<file path="src/bits_pkg.sv">
`timescale 1ns / 1ps
// shared types, constants and width helpers for the irradiance table sampler
// no dependencies; imported by every other file of the block

package bits_pkg;

  // default table geometry
  localparam int BITS_TABLE_COLUMNS = 64;
  localparam int BITS_TABLE_ROWS    = 16;

  // field widths
  localparam int INDEX_W  = 10;
  localparam int TEXEL_W  = 32;
  localparam int COS_W    = 16;
  localparam int HEIGHT_W = 24;
  localparam int OUT_W    = 31;
  localparam int FRAC_W   = 16;

  // height clamp range is [1, 61440], which fits 16 unsigned bits
  localparam int HEIGHT_TOP = 61440;
  localparam int HCLAMP_W   = 16;

  // 2^16 / 61440 = 16 / 15, so y = p + floor(p / 15) with p = h * (rows - 1)
  localparam int ROW_SCALE_DEN = 15;
  localparam int ROW_SCALE_SH  = 4;

  // rounding term of every blend
  localparam int ROUND_HALF = 1 << (FRAC_W - 1);

  // four banks, indexed {row parity, column parity}
  localparam int BANKS  = 4;
  localparam int BANK_W = 2;

  localparam int CHANNELS = 3;

  typedef enum logic {
    ACT_WRITE  = 1'b0,
    ACT_SAMPLE = 1'b1
  } action_t;

  typedef struct packed {
    logic signed [TEXEL_W-1:0] red;
    logic signed [TEXEL_W-1:0] green;
    logic signed [TEXEL_W-1:0] blue;
  } texel_t;

  // per-item control that travels with the addresses and the read data
  typedef struct packed {
    logic              is_sample;
    logic              row_odd;
    logic              col_odd;
    logic              row_edge;
    logic [FRAC_W-1:0] frac_x;
    logic [FRAC_W-1:0] frac_y;
  } samp_ctrl_t;

  // bits needed to address half of n rows or columns, at least one
  function automatic int half_w(input int n);
    int half;
    half = (n + 1) >> 1;
    return ($clog2(half) > 0) ? $clog2(half) : 1;
  endfunction

endpackage

</file>
<file path="src/bits_if.sv">
`timescale 1ns / 1ps
// valid/ready channel interfaces for the sampler's input and result items
// depends on bits_pkg for field widths

interface bits_in_if import bits_pkg::*; ();
  logic                       valid;
  logic                       ready;
  logic                       action;
  logic [INDEX_W-1:0]         texel_index;
  logic signed [TEXEL_W-1:0]  texel_red;
  logic signed [TEXEL_W-1:0]  texel_green;
  logic signed [TEXEL_W-1:0]  texel_blue;
  logic signed [COS_W-1:0]    source_cosine;
  logic signed [HEIGHT_W-1:0] height_km;

  modport source(
    output valid, action, texel_index, texel_red, texel_green, texel_blue,
    output source_cosine, height_km,
    input  ready
  );
  modport sink(
    input  valid, action, texel_index, texel_red, texel_green, texel_blue,
    input  source_cosine, height_km,
    output ready
  );
endinterface


</file>
<file path="src/bits_coord.sv">
`timescale 1ns / 1ps
// three-stage front end: texel coordinates, fractions and bank addresses
// depends on bits_pkg and bits_in_if

module bits_coord import bits_pkg::*; #(
  parameter  int TABLE_COLUMNS = BITS_TABLE_COLUMNS,
  parameter  int TABLE_ROWS    = BITS_TABLE_ROWS,
  localparam int HC_W          = half_w(TABLE_COLUMNS),
  localparam int HR_W          = half_w(TABLE_ROWS)
) (
  input  logic          clk,
  input  logic          rst_n,
  bits_in_if.sink       in_item,
  output logic          dn_valid,
  input  logic          dn_ready,
  output samp_ctrl_t    dn_ctrl,
  output texel_t        dn_texel,
  output logic [HR_W-1:0] dn_hr_e,
  output logic [HR_W-1:0] dn_hr_o,
  output logic [HC_W-1:0] dn_hc_e,
  output logic [HC_W-1:0] dn_hc_o
);

  localparam int COL_W       = $clog2(TABLE_COLUMNS);
  localparam int ROW_W       = $clog2(TABLE_ROWS);
  localparam int TEXEL_COUNT = TABLE_ROWS * TABLE_COLUMNS;
  localparam int XQ_W        = COS_W + COL_W;
  localparam int P_W         = HCLAMP_W + ROW_W;
  localparam int RECIP_SHIFT = P_W + ROW_SCALE_SH;
  localparam int RECIP       = ((1 << RECIP_SHIFT) + ROW_SCALE_DEN - 1) / ROW_SCALE_DEN;
  localparam int QP_W        = 2 * P_W + 1;
  localparam int DIV_SHIFT   = INDEX_W + COL_W;
  localparam int DIV_MULT    = ((1 << DIV_SHIFT) + TABLE_COLUMNS - 1) / TABLE_COLUMNS;
  localparam int WP_W        = DIV_SHIFT + ROW_W;

  logic en_a, en_b, en_c;

  // stage a
  logic                va_r, va_nxt;
  logic                a_sample_r;
  texel_t              a_texel_r;
  logic [INDEX_W-1:0]  a_idx_r;
  logic [XQ_W-1:0]     a_xq_r;
  logic [P_W-1:0]      a_p_r;
  logic [WP_W-1:0]     a_wprod_r;
  logic                is_sample;
  logic                idx_ok;
  logic [COS_W-1:0]    cos_u;
  logic [HCLAMP_W-1:0] h_cl;

  // stage b
  logic                vb_r;
  logic                b_sample_r;
  texel_t              b_texel_r;
  logic [INDEX_W-1:0]  b_idx_r;
  logic [COL_W-1:0]    b_ix_r;
  logic [FRAC_W-1:0]   b_fx_r;
  logic [P_W-1:0]      b_p_r;
  logic [P_W-1:0]      b_q_r;
  logic [ROW_W-1:0]    b_wrow_r;
  logic [QP_W-1:0]     q_prod;

  // stage c
  logic                vc_r;
  samp_ctrl_t          ctrl_r, ctrl_nxt;
  texel_t              c_texel_r;
  logic [HR_W-1:0]     hr_e_r, hr_o_r, hr_e_nxt, hr_o_nxt;
  logic [HC_W-1:0]     hc_e_r, hc_o_r, hc_e_nxt, hc_o_nxt;
  logic [P_W-1:0]      yq;
  logic [ROW_W-1:0]    row;
  logic [COL_W-1:0]    col;

  assign en_c = !vc_r || dn_ready;
  assign en_b = !vb_r || en_c;
  assign en_a = !va_r || en_b;
  assign in_item.ready = en_a;

  // stage a: offset cosine, clamped height, products
  always_comb begin
    is_sample = (action_t'(in_item.action) == ACT_SAMPLE);
    idx_ok    = (32'(in_item.texel_index) < 32'(TEXEL_COUNT));
    // writes past the table are dropped here
    va_nxt    = in_item.valid && (is_sample || idx_ok);
    cos_u     = {~in_item.source_cosine[COS_W-1], in_item.source_cosine[COS_W-2:0]};
    if (in_item.height_km <= 0) begin
      h_cl = HCLAMP_W'(1);
    end else if (in_item.height_km > HEIGHT_TOP) begin
      h_cl = HCLAMP_W'(HEIGHT_TOP);
    end else begin
      h_cl = in_item.height_km[HCLAMP_W-1:0];
    end
  end

  always_ff @(posedge clk) begin
    if (!rst_n) begin
      va_r <= 1'b0;
    end else if (en_a) begin
      va_r <= va_nxt;
    end
  end

  always_ff @(posedge clk) begin
    if (en_a) begin
      a_sample_r <= is_sample;
      a_texel_r  <= '{red: in_item.texel_red, green: in_item.texel_green,
                      blue: in_item.texel_blue};
      a_idx_r    <= in_item.texel_index;
      a_xq_r     <= XQ_W'(cos_u) * XQ_W'(TABLE_COLUMNS - 1);
      a_p_r      <= P_W'(h_cl) * P_W'(TABLE_ROWS - 1);
      // reciprocal multiply for the write row, index / columns
      a_wprod_r  <= WP_W'(in_item.texel_index) * WP_W'(DIV_MULT);
    end
  end

  // stage b: divide by 15 through a reciprocal, split column coordinate
  assign q_prod = QP_W'(a_p_r) * QP_W'(RECIP);

  always_ff @(posedge clk) begin
    if (!rst_n) begin
      vb_r <= 1'b0;
    end else if (en_b) begin
      vb_r <= va_r;
    end
  end

  always_ff @(posedge clk) begin
    if (en_b) begin
      b_sample_r <= a_sample_r;
      b_texel_r  <= a_texel_r;
      b_idx_r    <= a_idx_r;
      b_ix_r     <= a_xq_r[FRAC_W +: COL_W];
      b_fx_r     <= a_xq_r[FRAC_W-1:0];
      b_p_r      <= a_p_r;
      b_q_r      <= P_W'(q_prod >> RECIP_SHIFT);
      b_wrow_r   <= a_wprod_r[DIV_SHIFT +: ROW_W];
    end
  end

  // stage c: row coordinate, bank halves
  always_comb begin
    yq  = b_p_r + b_q_r;
    row = b_sample_r ? yq[FRAC_W +: ROW_W] : b_wrow_r;
    col = b_sample_r ? b_ix_r
                     : COL_W'(b_idx_r - INDEX_W'(32'(b_wrow_r) * TABLE_COLUMNS));

    ctrl_nxt.is_sample = b_sample_r;
    ctrl_nxt.row_odd   = row[0];
    ctrl_nxt.col_odd   = col[0];
    ctrl_nxt.row_edge  = b_sample_r && (row == ROW_W'(TABLE_ROWS - 1));
    ctrl_nxt.frac_x    = b_fx_r;
    ctrl_nxt.frac_y    = yq[FRAC_W-1:0];

    // for a sample the even neighbor of an odd base sits one half further on
    hr_e_nxt = HR_W'((row >> 1) + ROW_W'(b_sample_r & row[0]));
    hr_o_nxt = HR_W'(row >> 1);
    hc_e_nxt = HC_W'((col >> 1) + COL_W'(b_sample_r & col[0]));
    hc_o_nxt = HC_W'(col >> 1);
  end

  always_ff @(posedge clk) begin
    if (!rst_n) begin
      vc_r <= 1'b0;
    end else if (en_c) begin
      vc_r <= vb_r;
    end
  end

  always_ff @(posedge clk) begin
    if (en_c) begin
      ctrl_r    <= ctrl_nxt;
      c_texel_r <= b_texel_r;
      hr_e_r    <= hr_e_nxt;
      hr_o_r    <= hr_o_nxt;
      hc_e_r    <= hc_e_nxt;
      hc_o_r    <= hc_o_nxt;
    end
  end

  assign dn_valid = vc_r;
  assign dn_ctrl  = ctrl_r;
  assign dn_texel = c_texel_r;
  assign dn_hr_e  = hr_e_r;
  assign dn_hr_o  = hr_o_r;
  assign dn_hc_e  = hc_e_r;
  assign dn_hc_o  = hc_o_r;

`ifndef SYNTHESIS
  // the base column stays below the last one, so the right neighbor is real
  a_col_base: assert property (@(posedge clk) disable iff (!rst_n)
    (vb_r && b_sample_r) |-> (32'(b_ix_r) <= TABLE_COLUMNS - 2))
    else $error("column base reached last column");

  // the reciprocal row of a write must be the true quotient
  a_write_row: assert property (@(posedge clk) disable iff (!rst_n)
    (vb_r && !b_sample_r) |->
      ((32'(b_wrow_r) * TABLE_COLUMNS <= 32'(b_idx_r)) &&
       (32'(b_idx_r) < (32'(b_wrow_r) + 1) * TABLE_COLUMNS)))
    else $error("write row decode mismatch");

  // only the top height lands on the last row, and then with no fraction
  a_row_edge: assert property (@(posedge clk) disable iff (!rst_n)
    (vc_r && ctrl_r.is_sample && ctrl_r.row_edge) |-> (ctrl_r.frac_y == '0))
    else $error("last row reached with nonzero fraction");
`endif

endmodule

</file>
<file path="src/flat_wrapper.sv">
// flat-port wrapper written by rule: the top's interface ports become plain ports
module bits_coord_flat import bits_pkg::*;
#(
  parameter  int TABLE_COLUMNS = BITS_TABLE_COLUMNS,
  parameter  int TABLE_ROWS    = BITS_TABLE_ROWS,
  localparam int HC_W          = half_w(TABLE_COLUMNS),
  localparam int HR_W          = half_w(TABLE_ROWS)
)
  (clk, rst_n, dn_valid, dn_ready, dn_ctrl, dn_texel, dn_hr_e, dn_hr_o, dn_hc_e, dn_hc_o, in_item_valid, in_item_action, in_item_texel_index, in_item_texel_red, in_item_texel_green, in_item_texel_blue, in_item_source_cosine, in_item_height_km, in_item_ready);
  bits_in_if in_item_i ();
  input  logic clk;
  input  logic rst_n;
  output logic dn_valid;
  input  logic dn_ready;
  output samp_ctrl_t dn_ctrl;
  output texel_t dn_texel;
  output logic [HR_W-1:0] dn_hr_e;
  output logic [HR_W-1:0] dn_hr_o;
  output logic [HC_W-1:0] dn_hc_e;
  output logic [HC_W-1:0] dn_hc_o;
  input wire logic [$bits(in_item_i.valid)-1:0] in_item_valid;
  input wire logic [$bits(in_item_i.action)-1:0] in_item_action;
  input wire logic [$bits(in_item_i.texel_index)-1:0] in_item_texel_index;
  input wire logic [$bits(in_item_i.texel_red)-1:0] in_item_texel_red;
  input wire logic [$bits(in_item_i.texel_green)-1:0] in_item_texel_green;
  input wire logic [$bits(in_item_i.texel_blue)-1:0] in_item_texel_blue;
  input wire logic [$bits(in_item_i.source_cosine)-1:0] in_item_source_cosine;
  input wire logic [$bits(in_item_i.height_km)-1:0] in_item_height_km;
  output wire logic [$bits(in_item_i.ready)-1:0] in_item_ready;
  assign in_item_i.valid = in_item_valid;
  assign in_item_i.action = in_item_action;
  assign in_item_i.texel_index = in_item_texel_index;
  assign in_item_i.texel_red = in_item_texel_red;
  assign in_item_i.texel_green = in_item_texel_green;
  assign in_item_i.texel_blue = in_item_texel_blue;
  assign in_item_i.source_cosine = in_item_source_cosine;
  assign in_item_i.height_km = in_item_height_km;
  assign in_item_ready = in_item_i.ready;
  bits_coord #(.TABLE_COLUMNS(TABLE_COLUMNS), .TABLE_ROWS(TABLE_ROWS)) u_core (.clk(clk), .rst_n(rst_n), .in_item(in_item_i), .dn_valid(dn_valid), .dn_ready(dn_ready), .dn_ctrl(dn_ctrl), .dn_texel(dn_texel), .dn_hr_e(dn_hr_e), .dn_hr_o(dn_hr_o), .dn_hc_e(dn_hc_e), .dn_hc_o(dn_hc_o));
endmodule
</file>
<file path="config.mk">
export PLATFORM = sky130hd
export DESIGN_NAME = bits_coord_flat
export DESIGN_NICKNAME = d
export VERILOG_FILES = /design/src/bits_pkg.sv /design/src/bits_if.sv /design/src/bits_coord.sv /design/src/flat_wrapper.sv
export SDC_FILE = /design/constraint.sdc
export NUM_CORES = 1
export LEC_CHECK = 0
export BUFFER_PORTS_ARGS = -buffer_cell sky130_fd_sc_hd__buf_2
export CORE_ASPECT_RATIO = 1.1
export CORE_MARGIN = 2
export CORE_UTILIZATION = 57
export DETAILED_ROUTE_END_ITERATION = 16
export PLACE_DENSITY_LB_ADDON = 0.2
export SYNTH_ARGS = -nofsm -noshare
export SYNTH_HDL_FRONTEND = slang
export SYNTH_SLANG_ARGS = --single-unit
export TNS_END_PERCENT = 20
</file>
<file path="constraint.sdc">
create_clock -name clk -period 12.5 [get_ports clk]
set_input_delay 2.5 -clock clk [delete_from_list [all_inputs] [get_ports clk]]
set_output_delay 2.5 -clock clk [all_outputs]
set_load 0.03 [all_outputs]
</file>
==> summary.md <==
| Metric | Value |
|---|---|
| Pwr dens | 274.3 mW/mm² |
| Buffers added on ports | 300 |
| Register clock-pin slew on the reported worst setup and hold paths | 0.07 ns |
| Post-synth EDFFs | about 460 |
| Mapped Area | between 0.02 and 0.025 mm² |
| Final period util | a little under three fifths |
| CORE AREA | about 0.038 mm² |
| Hold-fix buffers, CTS | 0 |
| Clock Root Buffer | clkbuf_16 |
| # nets final | approximately 2.2k |
| Distinct cell type count after synthesis | between 60 and 70 |
| Final Util | between 60% and 70% |
| Seq pwr share | around 32% |
| Arrival time worst endpoint | 7.26 ns |
| CP Max Fanout | 25 |
| Post-cts sizing count | 0 |
| Vias/cell | just over 5 |
| Max Buffers Root-to-Sink | 3 |
| Kind of critical path | primary input to flip-flop |
| Yosys warning total | 0 |
| Critical Path Sink Type | flip-flop |
| Grt ovf | 0 |
| Area growth syn-to-layout | 16.48% |
| TritonCTS Sinks | 466 |
| Startpoint class of the critical path | primary input |
| DRC Markers | 0 |
| Worst R2R Setup Slack | 6.85 ns |
| Final setup fails | 0 |
| Layout cells sized above 1 | between 20% and 30% |
| Worst stage delay on the critical path | about 0.50 ns |
| First-pass GRT wire length | between 60000 and 70000 µm |
| Routed vias | 11.81k |
| Unrepaired setup endpoints after global routing | no |
| Leakage | between 10 and 15 nW |
| Max-slew violations | 0 |
| Actual slew at the worst max-slew pin | between 1 and 1.5 ns |
| Commonest non-fill, non-tap cells in the layout | 463 x edfxtp_1, 300 x buf_2, 212 x ha_1 |
| Max Freq | around 140 MHz |
| Vias in the first global route | about 12k |
| First-pass iteration count of the detailed router | 5 |
| Worst Skew | approximately 0.022 ns |
| Sw Share | 37.34% |
| Mean Syn Cell Area | about 16 µm² |
| DR WL/cell | 17.85 µm |
| Routed WL | roughly 41000 µm |
| # fillers | approximately 2.6k |
| Largest net degree at the start of global routing | 90 |
| Final hold vios | 0 |
| Die height | approximately 210 µm |
| Combinational share of power | around half |
| Max-slew headroom | approximately a quarter |
| Ys flop type | edfxtp_1 |
| Clock group share of total power | roughly a fifth |
| P_sw | approximately 2.6 mW |
| FF+latch count, synth | about 470 |
| FP Rows | 75 |
| Setup TNS | 0 ns |
| Post-synth ARST share | 0% |
| CP max-delay cell | fa_1 |
| Maximum vdd drop | just over 200 µV |
| Mapped Nets | roughly 1.9k |
| Worst-Skew Late Latency | 0.56 ns |
| Iter 0 DRT Violations | about 570 |
| Starting Density | 57.94% |
| Power Internal | roughly 4.4 mW |
| Tmin final | ~7 ns |
| CTS tree | yes |
| Required @ worst endpoint | between 10 and 15 ns |
| GPL Wtd Cong | ~0.84 |
| Chip Width | roughly 190 µm |
| H-tree depth | 2 |
| HPWL after DPL | 30360 µm |
| Cell chain of the critical path | buf_2 -> nor4_1 -> nand2_1 -> nor2_1 -> nand2_1 -> nor2_1 -> nor3_2 -> buf_4 -> and2_1 -> ha_1 -> a31oi_1 -> fa_1 -> inv_1 -> ha_1 -> or2_2 -> or3_1 -> o211ai_2 -> a311oi_1 -> o21a_1 -> o21a_1 -> o41a_1 -> xor2_1 |
| Detail Route Antenna Nets | 0 |
| Maxcap violations | 0 |
| Worst hold path type | flip-flop to flip-flop |
| Post-CTS setup buffers | 0 |
| Post-Synthesis Cells | around 1.4k |
| Num CTS Buffers | 42 |
| Ports | approximately 300 |
| Outcome | complete, no violations |
| GRT Util Overall | 20.59% |
| Sequential share of the synthesized area | ~63% |
| Commonest non-fill, non-tap cell in the layout | edfxtp_1 |
| Initial antenna violation count | 6 |
| Die area | 0.04041 mm² |
-- stage by stage --
stage	hold WS, ns	instance area (µm²)	power, mW	setup slack, ns	instances
after detailed placement	0.4045	24270	5.748	4.981	2193
final	0.4124	25770	7.070	5.535	2278
after global routing	0.4166	25770	7.722	5.155	2277
after floorplan	0.4003	22130	4.935	3.708	1400
after global placement	0.4000	24270	5.671	5.157	2193
after CTS	0.4141	25750	7.158	5.553	2270
-- synth_stat cells (6+ instances only) --
library cell    n  area share, %
mux2_2          7           0.36
nor2b_1         9           0.25
nand2_1        44           0.75
xnor2_1        52            2.1
fa_1           96            8.7
o21a_1         17           0.58
ha_1          212             12
a21oi_1        44            1.0
or2_2           6           0.17
clkbuf_1       12           0.20
xor2_1         25           0.99
or3_1           6           0.17
o211ai_1        6           0.20
edfxtp_1      463             63
a21o_1         17           0.58
nor2_1         49           0.83
a211oi_1        8           0.27
and2_1          8           0.23
nor3_1         16           0.36
nor4_1          9           0.25
inv_1         170            2.9
nand3_1        19           0.43
and3_1          7           0.20
o21ai_0        27           0.61
-- registers in the layout, indices dropped and copies added, names as in the netlist --
signal	flops
u_core.b_fx_r	16
u_core.b_idx_r	6
u_core.b_wrow_r	4
u_core.a_sample_r	1
u_core.dn_hr_e	3
u_core.dn_hc_o	5
u_core.b_sample_r	1
u_core.vb_r	1
u_core.dn_hc_e	5
u_core.a_p_r	20
u_core.a_texel_r	96
u_core.b_texel_r	96
u_core.dn_ctrl	36
u_core.va_r	1
u_core.b_p_r	20
u_core.dn_texel	96
u_core.a_wprod_r	10
u_core.dn_valid	1
u_core.b_ix_r	6
u_core.dn_hr_o	3
u_core.b_q_r	17
u_core.a_xq_r	22
-- power groups by stage --
stage	clock [mW]	sequential (mW)	combinational, mW
2_1_floorplan	0	2.48	2.45
3_5_place_dp	0	2.33	3.42
4_1_cts	1.39	2.30	3.47
5_1_grt	1.45	2.32	3.95
3_3_place_gp	0	2.31	3.36
6_report	1.36	2.29	3.42
-- worst max-delay path: cells and delay by family --
family / cells / cell delay, ns
simple gates: 9 / 1.95
compound gates: 6 / 1.18
fa+ha+maj: 3 / 1.04
buf+inv: 3 / 0.42
xor+xnor: 1 / 0.14
-- layer usage --
layer | share of wire (%) | vias to the layer above | track usage, %
met2 | 51 | 337 | 36.39
met3 | 6.7 | 67 | 4.270
met4 | 2.4 | 0 | 6.419
met1 | 40 | 5646 | 25.39
li1 | - | 5759 | -
met5 | 0 | - | 0
-- logic make-up (layout without fill, tap and decap cells) --
group | Yosys count | count (layout) | share of synthesized area [%]
buffers and inverters | 183 | 553 | 3.138
other | 0 | 8 | 0
DFF | 466 | 466 | 63.10
AOI/OAI and AO/OA | 165 | 165 | 5.242
muxes | 9 | 9 | 0.4693
xor gates and xnor gates | 77 | 77 | 3.048
adders and majority gates | 313 | 313 | 20.90
and+or+nand+nor | 187 | 187 | 4.100
-- layout make-up --
class	instances	area, µm²	area share (%)
multi-input cells	751	7490	29.06
inverters	170	643.1	2.495
clock buffers	47	1091	4.233
diodes	8	20.02	0.07767
repair buffers	306	1546	6.000
flip-flops and latches	466	13960	54.17
clock inverters	30	395.4	1.534
well taps	500	625.6	2.427
-- path summary, 6_finish.rpt --
kind,start,end,cells past startpoint
max,in_item_height_km[23],u_core.a_p_r[19],22
min,u_core.b_fx_r[12],u_core.dn_ctrl[28],0
max reg2reg,u_core.a_p_r[5],u_core.b_q_r[16],18
min reg2reg,u_core.b_fx_r[12],u_core.dn_ctrl[28],0
No activity file was read; power rests on OpenSTA's default activity.
